==> config.mk <==
export PLATFORM = sky130hd
export DESIGN_NAME = tlik_sqrt_cell
export DESIGN_NICKNAME = d
export VERILOG_FILES = /design/src/rtl/core/tlik_pkg.sv /design/src/rtl/core/tlik_sqrt_cell.sv
export SDC_FILE = /design/constraint.sdc
export NUM_CORES = 1
export LEC_CHECK = 0
export BUFFER_PORTS_ARGS = -buffer_cell sky130_fd_sc_hd__buf_2
export CAP_MARGIN = 20
export CORE_UTILIZATION = 50
export CTS_CLUSTER_DIAMETER = 40
export DETAILED_ROUTE_END_ITERATION = 16
export GPL_ROUTABILITY_DRIVEN = 1
export PLACE_DENSITY = 0.83
export SYNTH_ARGS = -nofsm -noshare
export SYNTH_HDL_FRONTEND = slang
export SYNTH_SLANG_ARGS = --single-unit
==> constraint.sdc <==
create_clock -name clk_i -period 8.55 [get_ports clk_i]
set_input_delay 0.4275 -clock clk_i [delete_from_list [all_inputs] [get_ports clk_i]]
set_output_delay 0.4275 -clock clk_i [all_outputs]
set_load 0.05 [all_outputs]
==> src/rtl/core/tlik_pkg.sv <==
`timescale 1ns / 1ps

package tlik_pkg;

  // Configuration port.
  localparam int unsigned CfgIdxW  = 8;
  localparam int unsigned CfgDataW = 16;
  localparam int unsigned LinkW    = 15;

  localparam logic [CfgIdxW-1:0] RegUpperLink = 8'd0;
  localparam logic [CfgIdxW-1:0] RegLowerLink = 8'd1;

  localparam logic [LinkW-1:0] UpperLinkReset = 15'd2048;
  localparam logic [LinkW-1:0] LowerLinkReset = 15'd2560;

  // Square root and angle datapath.
  localparam int unsigned SqrtSteps   = 32;
  localparam int unsigned CordicSteps = 21;
  localparam int unsigned AngLat      = CordicSteps + 4;
  localparam int unsigned AngFrac     = 16;
  localparam int unsigned NormExp     = 32;
  localparam int unsigned VecXW       = 34;
  localparam int unsigned VecYW       = 33;
  localparam int unsigned CrdW        = 36;
  localparam int unsigned ZW          = 26;
  localparam int unsigned AngW        = 24;
  localparam int unsigned AtanW       = 22;

  localparam logic [AngW-1:0]      Ang180 = 24'd11796480;
  localparam logic signed [ZW-1:0] Ang90  = 26'sd5898240;
  localparam logic [7:0]           DegMax = 8'd180;

  typedef struct packed {
    logic signed [15:0] reach_distance;
    logic signed [15:0] height_offset;
  } tlik_in_t;

  typedef struct packed {
    logic [7:0] upper_joint_deg;
    logic       upper_valid;
    logic [7:0] lower_joint_deg;
    logic       lower_valid;
  } tlik_out_t;

  typedef struct packed {
    logic [63:0] rem;
    logic [63:0] root;
  } tlik_sqrt_t;

  typedef struct packed {
    logic signed [CrdW-1:0] x;
    logic signed [CrdW-1:0] y;
    logic signed [ZW-1:0]   z;
  } tlik_cordic_t;

  // atan(2^-i) in units of 2^-16 degree, rounded to nearest.
  function automatic logic [AtanW-1:0] tlik_atan(int unsigned idx);
    logic [AtanW-1:0] r;
    case (idx)
      0:       r = 22'd2949120;
      1:       r = 22'd1740967;
      2:       r = 22'd919879;
      3:       r = 22'd466945;
      4:       r = 22'd234379;
      5:       r = 22'd117304;
      6:       r = 22'd58666;
      7:       r = 22'd29335;
      8:       r = 22'd14668;
      9:       r = 22'd7334;
      10:      r = 22'd3667;
      11:      r = 22'd1833;
      12:      r = 22'd917;
      13:      r = 22'd458;
      14:      r = 22'd229;
      15:      r = 22'd115;
      16:      r = 22'd57;
      17:      r = 22'd29;
      18:      r = 22'd14;
      19:      r = 22'd7;
      20:      r = 22'd4;
      default: r = '0;
    endcase
    return r;
  endfunction

endpackage

==> src/rtl/core/tlik_sqrt_cell.sv <==
`timescale 1ns / 1ps

module tlik_sqrt_cell #(
  parameter int unsigned Idx = 0
) (
  input  logic                 clk_i,
  input  logic                 en_i,
  input  tlik_pkg::tlik_sqrt_t d_i,
  output tlik_pkg::tlik_sqrt_t q_o
);
  import tlik_pkg::*;

  // One result bit per cell, most significant first.
  localparam logic [63:0] Bit = 64'd1 << (62 - 2 * Idx);

  logic [63:0] trial;
  tlik_sqrt_t  data_d;
  tlik_sqrt_t  data_q;

  always_comb begin
    trial = d_i.root + Bit;
    if (d_i.rem >= trial) begin
      data_d.rem  = d_i.rem - trial;
      data_d.root = (d_i.root >> 1) + Bit;
    end else begin
      data_d.rem  = d_i.rem;
      data_d.root = d_i.root >> 1;
    end
  end

  always_ff @(posedge clk_i) begin
    if (en_i) begin
      data_q <= data_d;
    end
  end

  assign q_o = data_q;

endmodule

==> flow_summary.ini <==
[placed_design]
port_buffers = 257
gp_congestion = 0.901
dp_cells = 1328
dp_hpwl_um = 17100
pre_cts_ws_ns = 4.23

[pwr]
power.density_nw_per_um2 = 216
pwr-share-seq_pct = 35.1
leakage_nw = 4.91
p_total_mw = 2.29
p_clk_share_pct = 30.7
swShare_pct = 36.9
ir_worst_vdd_mv = 0.130
combPwrFrac_pct = 34.3
p_int_mw = 1.44
p_switching_mw = 0.845

[logic_synthesis]
synth_seq_cells = 128
netlist_top_cells_count = 128 x edfxtp_1, 111 x a21oi_1, 82 x nor2_1, 78 x inv_1, 64 x ha_1
synth-simple-area-share_pct = 13.2
synthArstFlopShare_pct = 0
ys_warn_count = 0
yosys.cell_types.count = 58
synth_fa_ha_area_share_pct = 9.53
synth_most_common_cell = edfxtp_1
synth_top_area_cell = edfxtp_1
synth_top_family_by_area = compound AO/OA/AOI/OAI gates
ys.flop_type = edfxtp_1
syn_area_um2 = 8610
synth-xor-area-share_pct = 5.70
synth_nets = 1080
postSynthAreaPerCell_um2 = 9.73
synth_top_area_share_pct = 44.6
synth_edf_count = 128
synth_area_leaders = edfxtp_1 45%, ha_1 9.3%, a21oi_1 6.5%, a21o_1 4.3%, xnor2_1 3.7%
yosysSeqAreaShare_pct = 44.6
synth-compound-area-share_pct = 19.8
synthCells = 885
muxShareOfSynthArea_pct = 1.95

[clock_tree]
hold_buffers = 0
cts_buffers = 17
cts_setup_buffers = 0
cts.repair.resized = 0
clk_path_buf_depth = 2
clkSinkCount = 128
htreeDepth = 4
path_clk_slew_ns = 0.06
cts_tree = yes
cts_root_buffer = clkbuf_16

[timing]
final-max-slew-violation-count = 0
fin_tns_setup_ns = 0
tightest_slew_ns = 0.909
final-setup-viol-count = 0
fmax_mhz = 254
fin_crit_ns = 3.94
finalCritPeriodShare_pct = 46.1
rsz0062_at_grt = false
setup_slack_ns = 4.61
relSlewSlack_pct = 39.4
hold_slack_ns = 0.184
hold_violations = 0

[min_path]
worstHoldPathCells = 1
holdPathEnd = q_o[60]
hold_path.class = in -> reg
hp-start = d_i[61]

[global_routing]
antenna_found_initial = 4
grt_max_degree = 88
grt_pass1_vias = 7362
grt_usage_pct = 25.5
grt_overflow = 0
grt_pass1_wl_um = 35600

[floorplan]
die_w_um = 133
boundaryPins = 258
start_util_pct = 51.6
rows = 47
die-area_um2 = 17700
core_area_um2 = 16700
die_y_um = 133

[drt]
vias = 7575
drc = 0
routed_wl_um = 22700
first_pass_iters = 6
final_antenna_net_count = 0
drt-initial-drc-count = 654
via_per_inst = 5.56
routedWlPerCell_um = 16.6

[critical_path]
startpoint_type = input port
cp.required_ns = 8.73
critPathKind = in -> reg
critPathCaptureType = register
cp_max_fo = 87
worst-endpoint-arrival_ns = 4.12

[status]
status = complete, no violations

[cells_and_area]
drive_gt1_share_pct = 26.8
layout.nets = 1322
area_growth_pct = 23.2
final_cells = 1362
largest_reg_flops = 128
fill_cells = 1383

[job]
maxCapViolCount = 0
[layout make-up]
class                   instances  area [um^2]  share of cell area [%]
inverters                      78          293                    2.76
repair buffers                260         1320                    12.4
flip-flops and latches        128         3840                    36.2
multi-input cells             642         4320                    40.7
clock buffers                  20          437                    4.12
diodes                          2         5.00                  0.0472
well taps                     220          275                    2.60
clock inverters                12          119                    1.12
[metrics by stage]
step | util [%] | cell area [um^2]
3_5_place_dp | 60.2 | 10000
5_1_grt | 63.5 | 10600
2_1_floorplan | - | 8610
6_report | 63.5 | 10600
3_3_place_gp | 60.2 | 10000
4_1_cts | 63.5 | 10600
[power by group through the flow]
stage | clock network [mW] | registers, mW | logic (mW)
floorplan | 0 | 1.07 | 0.322
global placement | 0 | 0.813 | 0.761
detailed placement | 0 | 0.815 | 0.773
CTS | 0.709 | 0.803 | 0.780
global route | 0.731 | 0.808 | 0.838
finish | 0.701 | 0.802 | 0.784
[how the worst max path moves through the flow]
stage	to	depth (start not counted)	start
6_report	q_o[124]	14	d_i[16]
5_1_grt	q_o[124]	14	d_i[16]
4_1_cts	q_o[124]	14	d_i[16]
3_5_place_dp	q_o[124]	14	d_i[16]
3_3_place_gp	q_o[124]	14	d_i[16]
2_1_floorplan	q_o[124]	12	d_i[16]
[logic make-up after synthesis]
| family | after synthesis |
|---|---|
| AOI/OAI and AO/OA | 272 |
| buffers and inverters | 115 |
| xor gates and xnor gates | 56 |
| muxes | 15 |
| adders and majority gates | 65 |
| DFF | 128 |
| and+or+nand+nor | 234 |
[critical path, cell delays in order]
cell and delay (ns):
buf_2 0.09, inv_1 0.03, ha_1 0.39, and2_1 0.20, nand3_1 0.15, or3_1 0.42
a41o_1 0.30, nor3_2 0.21, o21ai_1 0.14, o41ai_4 0.31, buf_4 0.68, or4b_1 0.49
a21oi_1 0.12, nor3_1 0.07
[cell usage in the layout (no fill, tap or decap), types with 4 or more instances in the layout]
master / instances
inv_1: 78
a21oi_1: 111
o211ai_1: 7
edfxtp_1: 128
a211oi_1: 4
mux2_1: 4
xor2_1: 20
o31a_1: 5
o21a_1: 7
a21o_1: 49
clkinv_2: 4
mux2_2: 10
o21ai_0: 40
o21bai_1: 11
and2_1: 10
a41oi_1: 5
or2_2: 4
a31oi_1: 7
buf_2: 256
xnor2_1: 36
nor2_1: 82
nor2b_1: 10
nand3_1: 14
or3_1: 4
nand4_1: 18
a21boi_0: 5
ha_1: 64
clkbuf_16: 17
nor3_1: 11
and3_1: 13
nand2_1: 52
[routing by layer]
metal / GRT usage [%] / share of wire, % / up-vias
met5: 0 / 0.057 / -
met1: 31.7 / 42 / 3462
met3: 5.97 / 7.3 / 47
li1: - / - / 3718
met4: 9.91 / 2.5 / 2
met2: 42.8 / 48 / 346
Note: power is estimated with default switching activity, not from simulation.
